## src/sv/sdf_pkg.sv

```systemverilog
// ----------------------------------------------------------------------------
// sdf_pkg
// Types, codes and constants shared by the signed decimal field formatter.
// ----------------------------------------------------------------------------
package sdf_pkg;

  localparam int MAX_FIELD  = 64;
  localparam int DIGITS     = 10;
  localparam int POS_W      = 7;   // holds 0..MAX_FIELD
  localparam int CNT_W      = 4;   // holds 0..DIGITS
  localparam int CFG_IDX_W  = 3;
  localparam int CFG_DATA_W = 7;
  localparam int VAL_W      = 32;

  // Reciprocal of ten: floor(x / 10) == (x * RECIP) >> RECIP_SHIFT for 32-bit x
  localparam logic [31:0] RECIP       = 32'hCCCC_CCCD;
  localparam int          RECIP_SHIFT = 35;

  localparam logic [6:0] CH_ZERO  = 7'h30;
  localparam logic [6:0] CH_MINUS = 7'h2D;
  localparam logic [6:0] CH_PLUS  = 7'h2B;
  localparam logic [6:0] CH_SPACE = 7'h20;
  localparam logic [6:0] CH_NONE  = 7'h00;

  typedef enum logic [CFG_IDX_W-1:0] {
    CFG_FIELD_WIDTH     = 3'd0,
    CFG_PRECISION       = 3'd1,
    CFG_PRECISION_GIVEN = 3'd2,
    CFG_ZERO_PAD        = 3'd3,
    CFG_LEFT_ALIGN      = 3'd4,
    CFG_PLUS_SIGN       = 3'd5,
    CFG_SPACE_SIGN      = 3'd6
  } cfg_idx_t;

  typedef enum logic [2:0] {
    ST_IDLE,
    ST_MUL,
    ST_DIG,
    ST_PLAN,
    ST_BOUND,
    ST_EMIT
  } state_t;

  typedef struct packed {
    logic [6:0] field_width;
    logic [5:0] precision;
    logic       precision_given;
    logic       zero_pad;
    logic       left_align;
    logic       plus_sign;
    logic       space_sign;
  } cfg_t;

  typedef struct packed {
    logic load;
    logic mul;
    logic adv;
  } div_ctl_t;

  typedef struct packed {
    logic plan;
    logic bound;
  } lay_ctl_t;

  // Segment boundaries of the text, as character positions
  typedef struct packed {
    logic [POS_W-1:0] b_sign;
    logic [POS_W-1:0] b_zero;
    logic [POS_W-1:0] b_dig;
    logic [POS_W-1:0] b_end;
    logic [POS_W-1:0] total;
  } lay_t;

endpackage

```

## src/sv/sdf_div10.sv

```systemverilog
// ----------------------------------------------------------------------------
// sdf_div10
// Shared divide-by-ten unit: one registered reciprocal multiply per digit.
// ----------------------------------------------------------------------------
module sdf_div10 import sdf_pkg::*; (
  input  logic             clk,
  input  div_ctl_t         ctl,
  input  logic [VAL_W-1:0] load_val,
  output logic [3:0]       rem,
  output logic             quot_zero
);

  logic [VAL_W-1:0]   op_r, op_nxt;
  logic [2*VAL_W-1:0] prod_r;
  logic [VAL_W-1:0]   quot;
  logic [VAL_W-1:0]   quot_x10;

  assign quot      = VAL_W'(prod_r[2*VAL_W-1:RECIP_SHIFT]);
  assign quot_x10  = (quot << 3) + (quot << 1);
  assign rem       = 4'(op_r - quot_x10);
  assign quot_zero = (quot == '0);

  always_comb begin
    op_nxt = op_r;
    if (ctl.load) begin
      op_nxt = load_val;
    end else if (ctl.adv) begin
      op_nxt = quot;
    end
  end

  always_ff @(posedge clk) begin
    op_r <= op_nxt;
    if (ctl.mul) begin
      prod_r <= (2*VAL_W)'(op_r) * (2*VAL_W)'(RECIP);
    end
  end

endmodule

```

## src/sv/sdf_layout.sv

```systemverilog
// ----------------------------------------------------------------------------
// sdf_layout
// Two-step planner: field lengths, then segment boundaries of the text.
// ----------------------------------------------------------------------------
module sdf_layout import sdf_pkg::*; (
  input  logic             clk,
  input  lay_ctl_t         ctl,
  input  cfg_t             cfg,
  input  logic             sign_len,
  input  logic [CNT_W-1:0] digit_count,
  output lay_t             lay
);

  logic [POS_W-1:0] width, prec, zeros, body, pad, cnt_x, sign_x;
  logic [POS_W-1:0] zeros_r, pad_r, total_r;
  lay_t             lay_r, lay_nxt;

  assign cnt_x  = POS_W'(digit_count);
  assign sign_x = POS_W'(sign_len);

  always_comb begin
    width = (cfg.field_width > POS_W'(MAX_FIELD)) ? POS_W'(MAX_FIELD) : cfg.field_width;
    if (!cfg.precision_given && cfg.zero_pad && !cfg.left_align) begin
      prec = (width > sign_x) ? width - sign_x : '0;
    end else if (!cfg.precision_given) begin
      prec = '0;
    end else begin
      prec = POS_W'(cfg.precision);
    end
    if (prec > POS_W'(MAX_FIELD - 1)) begin
      prec = POS_W'(MAX_FIELD - 1);
    end
    zeros = (prec > cnt_x) ? prec - cnt_x : '0;
    body  = sign_x + zeros + cnt_x;
    pad   = (width > body) ? width - body : '0;
  end

  always_comb begin
    lay_nxt.b_sign = cfg.left_align ? '0 : pad_r;
    lay_nxt.b_zero = lay_nxt.b_sign + sign_x;
    lay_nxt.b_dig  = lay_nxt.b_zero + zeros_r;
    lay_nxt.b_end  = lay_nxt.b_dig + cnt_x;
    lay_nxt.total  = total_r;
  end

  always_ff @(posedge clk) begin
    if (ctl.plan) begin
      zeros_r <= zeros;
      pad_r   <= pad;
      total_r <= body + pad;
    end
    if (ctl.bound) begin
      lay_r <= lay_nxt;
    end
  end

  assign lay = lay_r;

endmodule

```

## src/sv/signed_decimal_field_formatter.sv

```systemverilog
// ----------------------------------------------------------------------------
// signed_decimal_field_formatter
// Formats a signed 32-bit value as printf %d text, one character a transaction.
// ----------------------------------------------------------------------------
//   channel | direction | handshake          | payload
//   in      | sink      | in_valid/in_stall  | in_value (32, signed)
//   out     | source    | out_valid/out_stall| out_char_code, out_has_char, out_last
//   cfg     | sink      | cfg_we             | cfg_index (3), cfg_data (7)
//
// Steps: accept, then a multiply and a digit step per converted digit (up to
// 10 digits, none for zero) in the shared divide-by-ten multiplier, a plan
// and a bound step for layout, then one character per cycle into the output
// register while out_stall does not hold the emit step.
// in_stall is high from accept until the last character enters the output
// register; the next value may be taken while that character still waits.
// Reset (rst_n low, synchronous) clears the sequencer, output valid and the
// configuration registers. out_stall holds the output register and the emit step.
// ----------------------------------------------------------------------------
module signed_decimal_field_formatter import sdf_pkg::*; (
  input  logic                  clk,
  input  logic                  rst_n,
  input  logic                  in_valid,
  output logic                  in_stall,
  input  logic signed [31:0]    in_value,
  output logic                  out_valid,
  input  logic                  out_stall,
  output logic [6:0]            out_char_code,
  output logic                  out_has_char,
  output logic                  out_last,
  input  logic                  cfg_we,
  input  logic [CFG_IDX_W-1:0]  cfg_index,
  input  logic [CFG_DATA_W-1:0] cfg_data
);

  state_t           state_r, state_nxt;
  cfg_t             cfg_r;
  div_ctl_t         div_ctl;
  lay_ctl_t         lay_ctl;
  lay_t             lay;

  logic [3:0]       digit_store_r [DIGITS];
  logic [CNT_W-1:0] digit_count_r;
  logic [CNT_W-1:0] dig_idx_r;
  logic [POS_W-1:0] pos_r;
  logic [6:0]       sign_ch_r;
  logic             sign_len_r;

  logic             out_valid_r;
  logic [6:0]       out_char_r;
  logic             out_has_r;
  logic             out_last_r;

  logic             in_fire;
  logic             emit_fire;
  logic             emit_last;
  logic             digit_sel;
  logic [6:0]       emit_char;
  logic [VAL_W-1:0] in_uval;
  logic [VAL_W-1:0] mag;
  logic [3:0]       rem;
  logic             quot_zero;

  assign in_fire = in_valid && !in_stall;
  assign in_uval = VAL_W'(in_value);
  // Magnitude of the most negative value wraps to 0x8000_0000, still correct
  assign mag     = in_uval[VAL_W-1] ? (VAL_W'(0) - in_uval) : in_uval;

  // Configuration writes; the user must issue them only while idle, the block does not enforce it
  always_ff @(posedge clk) begin
    if (!rst_n) begin
      cfg_r <= '0;
    end else if (cfg_we) begin
      unique case (cfg_idx_t'(cfg_index))
        CFG_FIELD_WIDTH:     cfg_r.field_width     <= cfg_data;
        CFG_PRECISION:       cfg_r.precision       <= cfg_data[5:0];
        CFG_PRECISION_GIVEN: cfg_r.precision_given <= cfg_data[0];
        CFG_ZERO_PAD:        cfg_r.zero_pad        <= cfg_data[0];
        CFG_LEFT_ALIGN:      cfg_r.left_align      <= cfg_data[0];
        CFG_PLUS_SIGN:       cfg_r.plus_sign       <= cfg_data[0];
        CFG_SPACE_SIGN:      cfg_r.space_sign      <= cfg_data[0];
        default: begin
        end
      endcase
    end
  end

  sdf_div10 u_div (
    .clk       (clk),
    .ctl       (div_ctl),
    .load_val  (mag),
    .rem       (rem),
    .quot_zero (quot_zero)
  );

  sdf_layout u_layout (
    .clk         (clk),
    .ctl         (lay_ctl),
    .cfg         (cfg_r),
    .sign_len    (sign_len_r),
    .digit_count (digit_count_r),
    .lay         (lay)
  );

  // Character at the current position, picked by segment
  always_comb begin
    digit_sel = 1'b0;
    if (pos_r < lay.b_sign) begin
      emit_char = CH_SPACE;
    end else if (pos_r < lay.b_zero) begin
      emit_char = sign_ch_r;
    end else if (pos_r < lay.b_dig) begin
      emit_char = CH_ZERO;
    end else if (pos_r < lay.b_end) begin
      emit_char = CH_ZERO + 7'(digit_store_r[dig_idx_r]);
      digit_sel = 1'b1;
    end else begin
      emit_char = CH_SPACE;
    end
  end

  // Empty text counts as one result with no character
  assign emit_last = (lay.total == '0) || (pos_r + POS_W'(1) == lay.total);

  // Next state
  always_comb begin
    state_nxt = state_r;
    unique case (state_r)
      ST_IDLE: begin
        if (in_fire) begin
          state_nxt = (mag == '0) ? ST_PLAN : ST_MUL;
        end
      end
      ST_MUL:   state_nxt = ST_DIG;
      ST_DIG:   state_nxt = quot_zero ? ST_PLAN : ST_MUL;
      ST_PLAN:  state_nxt = ST_BOUND;
      ST_BOUND: state_nxt = ST_EMIT;
      ST_EMIT: begin
        if (emit_fire && emit_last) begin
          state_nxt = ST_IDLE;
        end
      end
      default:  state_nxt = ST_IDLE;
    endcase
  end

  // Sequencer outputs
  always_comb begin
    in_stall  = 1'b1;
    div_ctl   = '0;
    lay_ctl   = '0;
    emit_fire = 1'b0;
    unique case (state_r)
      ST_IDLE: begin
        // in_stall is low here, so an offered value is a transaction
        in_stall     = 1'b0;
        div_ctl.load = in_valid;
      end
      ST_MUL:   div_ctl.mul   = 1'b1;
      ST_DIG:   div_ctl.adv   = 1'b1;
      ST_PLAN:  lay_ctl.plan  = 1'b1;
      ST_BOUND: lay_ctl.bound = 1'b1;
      ST_EMIT:  emit_fire     = !out_valid_r || !out_stall;
      default: begin
      end
    endcase
  end

  always_ff @(posedge clk) begin
    if (!rst_n) begin
      state_r <= ST_IDLE;
    end else begin
      state_r <= state_nxt;
    end
  end

  // Digit collection and emit position
  always_ff @(posedge clk) begin
    if (!rst_n) begin
      digit_count_r <= '0;
      pos_r         <= '0;
    end else begin
      if (in_fire) begin
        digit_count_r <= '0;
        // Zero without a precision still prints one digit
        if (mag == '0 && !cfg_r.precision_given) begin
          digit_store_r[0] <= '0;
          digit_count_r    <= CNT_W'(1);
        end
      end else if (state_r == ST_DIG) begin
        digit_store_r[digit_count_r] <= rem;
        digit_count_r                <= digit_count_r + CNT_W'(1);
      end
      if (state_r == ST_BOUND) begin
        pos_r <= '0;
      end else if (emit_fire) begin
        pos_r <= pos_r + POS_W'(1);
      end
    end
  end

  // Sign and most-significant-first digit pointer
  always_ff @(posedge clk) begin
    if (in_fire) begin
      if (in_uval[VAL_W-1]) begin
        sign_ch_r  <= CH_MINUS;
        sign_len_r <= 1'b1;
      end else if (cfg_r.plus_sign) begin
        sign_ch_r  <= CH_PLUS;
        sign_len_r <= 1'b1;
      end else if (cfg_r.space_sign) begin
        sign_ch_r  <= CH_SPACE;
        sign_len_r <= 1'b1;
      end else begin
        sign_ch_r  <= CH_NONE;
        sign_len_r <= 1'b0;
      end
    end
    if (state_r == ST_BOUND) begin
      dig_idx_r <= digit_count_r - CNT_W'(1);
    end else if (emit_fire && digit_sel) begin
      dig_idx_r <= dig_idx_r - CNT_W'(1);
    end
  end

  // Output register: load on emit, drop valid once taken
  always_ff @(posedge clk) begin
    if (!rst_n) begin
      out_valid_r <= 1'b0;
    end else if (emit_fire) begin
      out_valid_r <= 1'b1;
    end else if (!out_stall) begin
      out_valid_r <= 1'b0;
    end
  end

  always_ff @(posedge clk) begin
    if (emit_fire) begin
      out_has_r  <= (lay.total != '0);
      out_char_r <= (lay.total != '0) ? emit_char : CH_NONE;
      out_last_r <= emit_last;
    end
  end

  assign out_valid     = out_valid_r;
  assign out_char_code = out_char_r;
  assign out_has_char  = out_has_r;
  assign out_last      = out_last_r;

endmodule

```

## config.mk

```make
export PLATFORM = sky130hd
export DESIGN_NAME = signed_decimal_field_formatter
export DESIGN_NICKNAME = d
export VERILOG_FILES = /design/src/sv/sdf_pkg.sv /design/src/sv/sdf_div10.sv /design/src/sv/sdf_layout.sv /design/src/sv/signed_decimal_field_formatter.sv
export SDC_FILE = /design/constraint.sdc
export NUM_CORES = 2
export LEC_CHECK = 0
export BUFFER_PORTS_ARGS = -buffer_cell sky130_fd_sc_hd__buf_2
export CORE_UTILIZATION = 56
export CTS_CLUSTER_DIAMETER = 120
export DETAILED_ROUTE_END_ITERATION = 12
export GPL_TIMING_DRIVEN = 0
export PLACE_DENSITY_LB_ADDON = 0.08
export SLEW_MARGIN = 20
export SYNTH_ARGS = -nofsm -noshare
export SYNTH_HDL_FRONTEND = slang
export SYNTH_HIERARCHICAL = 1
export SYNTH_SLANG_ARGS = --single-unit
```

## constraint.sdc

```tcl
create_clock -name clk -period 7.2 [get_ports clk]
set_input_delay 1.44 -clock clk [delete_from_list [all_inputs] [get_ports clk]]
set_output_delay 1.44 -clock clk [all_outputs]
set_load 0.01 [all_outputs]
```

==> out/qor.yml <==
outcome:
  outcome: "finished with violations"
  failed_checks: "setup timing"
sta:
  finalSetupViolCount: 7
  slew_violations: 0
  worst_pin_slew_ns: 0.870
  final_hold_viol_count: 0
  max_freq_mhz: 135
  timing.slew.headroom_pct: 42.0
  post-route-min-period_ns: 7.40
  setup_ws_ns: -0.196
  clock_skew_ns: 0.0129
  rsz0062_at_grt: "true"
  final.period_utilization_pct: 103
clock_tree:
  htreeDepth: 1
  insertion_delay_ns: 0.52
  tritoncts: "yes"
  postCtsHoldBufs: 0
  clockRootBuffer: "clkbuf_16"
  cts_made_buffers: 20
  cts_buffer_depth: 3
  clk_pin_slew_ns: 0.07
  cts.sinks: 210
hold_path:
  hold_end: "u_layout/lay[2]"
  min_from: "u_layout/total_r[2]"
  whs_path_depth: 0
  hold_path_class: "flip-flop to flip-flop"
cells_and_area:
  final_nets: 3884
  multi_input_area_um2: 21500
  seq_area_um2: 5940
  area_growth_pct: 15.4
  final_common_cell: "inv_1"
  final_area_um2: 33400
  nFillCells: 4045
  final_cell_mix: "inv_1, fa_1, ha_1"
  drive_gt1_share_pct: 18.4
yosys:
  syn_nets: 3650
  synthFlopType: "edfxtp_1"
  yosys_warnings: 6
  synthCells: 2797
  ys_seq_area_share_pct: 20.5
  postSynthAreaPerCell_um2: 10.4
  synth_cell_types: 102
  mappedNetlistArea_um2: 29000
  synth_edf_count: 173
  ys_ff_latch: 210
  synthArstFlopShare_pct: 0
worst_setup_path:
  slowest_delay_ns: 0.57
  ff2ff_path_depth: 28
  crit_path_start_kind: "flip-flop"
  arrival_ns: 7.65
  crit_required_ns: 7.45
  slowest_stage: "fa_1"
  worstPathMaxFanout: 5
  crit_path_end_kind: "flip-flop"
  reg2reg_slack_ns: -0.20
  critical_path_class: "flip-flop to flip-flop"
  r2r_end: "u_div/prod_r[54]"
  crit_top_cell: "fa_1"
  reg2reg_from: "u_div/op_r[16]"
floorplan:
  dieArea_um2: 52600
  start_util_pct: 57.3
  core_um2: 50600
  io-pin-count: 58
  die_w_um: 229
  die_y_um: 229
  rows: 82
routing:
  drc: 0
  ant_nets: 0
  routed_wl_um: 81800
  dr.pass1.iters: 5
  vias_per_cell: 5.63
  wl_per_cell_um: 22.0
  vias: 20961
  drt_iter0_markers: 1683
placed_design:
  dp_hpwl_um: 67100
  io_buffers: 44
  place_area_um2: 30100
  gp_congestion: 0.992
grt:
  grt.overflow.total: 0
  grt_first_pass_wirelength_um: 125000
  grt_pass1_vias: 21356
  grt_util_all_layers_pct: 31.6
  grt_max_degree: 33
  grt_antenna_before_repair: 6
run:
  maxCapViolCount: 0
==> what timing repair did <==
action,4_1_cts,5_1_grt
pin swaps,57,108
buffers inserted,106,62
endpoints found under the setup margin,33,25
gates cloned,0,0
resized for setup,164,153
==> critical path: cells and delay by family, from the launching register on <==
kind            cells  cell delay (ns)
xor+xnor            1             0.16
fa+ha+maj           9             4.08
flops               1             0.38
simple gates        2             0.48
buf+inv            10             0.99
compound gates      6             1.05
==> sequential cells by signal, summed over array words and instances (netlist names), named ones only <==
signal            count
digit_store_r        40
u_layout/zeros_r      7
pos_r                 7
u_div/prod_r         29
out_last              1
out_has_char          1
state_r               3
u_layout/pad_r        7
dig_idx_r             4
cfg_r                18
out_valid             1
sign_len_r            1
u_layout/lay         35
u_div/op_r           32
sign_ch_r             3
u_layout/total_r      7
digit_count_r         4
out_char_code         6
==> cells in the mapped netlist, drive strengths merged (10+ instances only) <==
library cell	number	share of area [%]
inv	688	8.9
o21ai	66	1.2
a21oi	102	1.8
clkbuf	49	0.64
ha	414	18
or3	17	0.39
nor3	20	0.35
a31oi	15	0.53
mux2i	33	1.2
nand4	22	0.48
a211oi	11	0.29
and2	13	0.29
dfxtp	37	2.6
nor2b	52	1.1
xnor2	102	3.1
a21o	45	1.2
or4	10	0.30
edfxtp	173	18
and3	15	0.35
nor4	23	0.61
xor2	57	1.7
fa	392	27
nand3	23	0.41
buf	12	0.26
nand2b	25	0.57
nand2	108	1.4
o21a	16	0.41
nor2	81	1.0
mux2	37	1.4
==> worst max path at each step <==
stage	start	endpoint	slack, ns	cells after the start
detailed placement	u_div/op_r[8]	u_div/prod_r[63]	-1.26	22
global placement	u_div/op_r[8]	u_div/prod_r[63]	-1.27	22
finish	u_div/op_r[16]	u_div/prod_r[54]	-0.20	28
global route	u_div/op_r[18]	u_div/prod_r[58]	-0.36	27
CTS	u_div/op_r[18]	u_div/prod_r[58]	-0.33	26
floorplan	u_div/op_r[20]	u_div/prod_r[58]	0.01	26
==> per-layer routing <==
metal	GRT usage (%)	vias to the layer above	routed length, µm
met5	0	-	0
met4	9.02	0	2690
met3	3.98	133	5340
met2	49.1	711	37500
met1	46.3	10547	36300
li1	-	9570	-
==> through the flow <==
step | TNS [ns] | std cells | setup slack, ns | hold slack, ns | utilization, %
floorplan | 0 | 2797 | 0.0102 | 0.400 | -
CTS | -1.86 | 3658 | -0.333 | 0.404 | 64.0
global placement | -19.74 | 3513 | -1.27 | 0.411 | 59.4
finish | -0.937 | 3721 | -0.196 | 0.408 | 66.1
global route | -2.60 | 3721 | -0.364 | 0.420 | 66.1
detailed placement | -20.80 | 3517 | -1.26 | 0.405 | 59.6
==> logic make-up (layout without fill, tap and decap cells) <==
logic type      count (synthesis)  count (layout)  share of synthesized area [%]
simple gates                  453             453                           8.59
buf+inv                       749             997                           9.82
other cells                     1               5                         0.0129
mux                            78              78                           3.24
fa+ha+maj                     806             806                           45.0
flops                         210             210                           20.5
compound gates                341             341                           8.07
xor+xnor                      159             159                           4.81
==> cell type report <==
type	instances	share of cell area (%)
Buffer	58	0.981
Multi-Input combinational cell	1838	64.3
Timing Repair Buffer	215	4.86
Clock buffer	26	1.56
Clock inverter	10	0.191
Tap cell	672	2.52
Inverter	688	7.83
Antenna cell	4	0.0299
Sequential cell	210	17.8
Power is not shown: default switching activity piles up to over one toggle a cycle in this logic, so the estimate is an artifact.
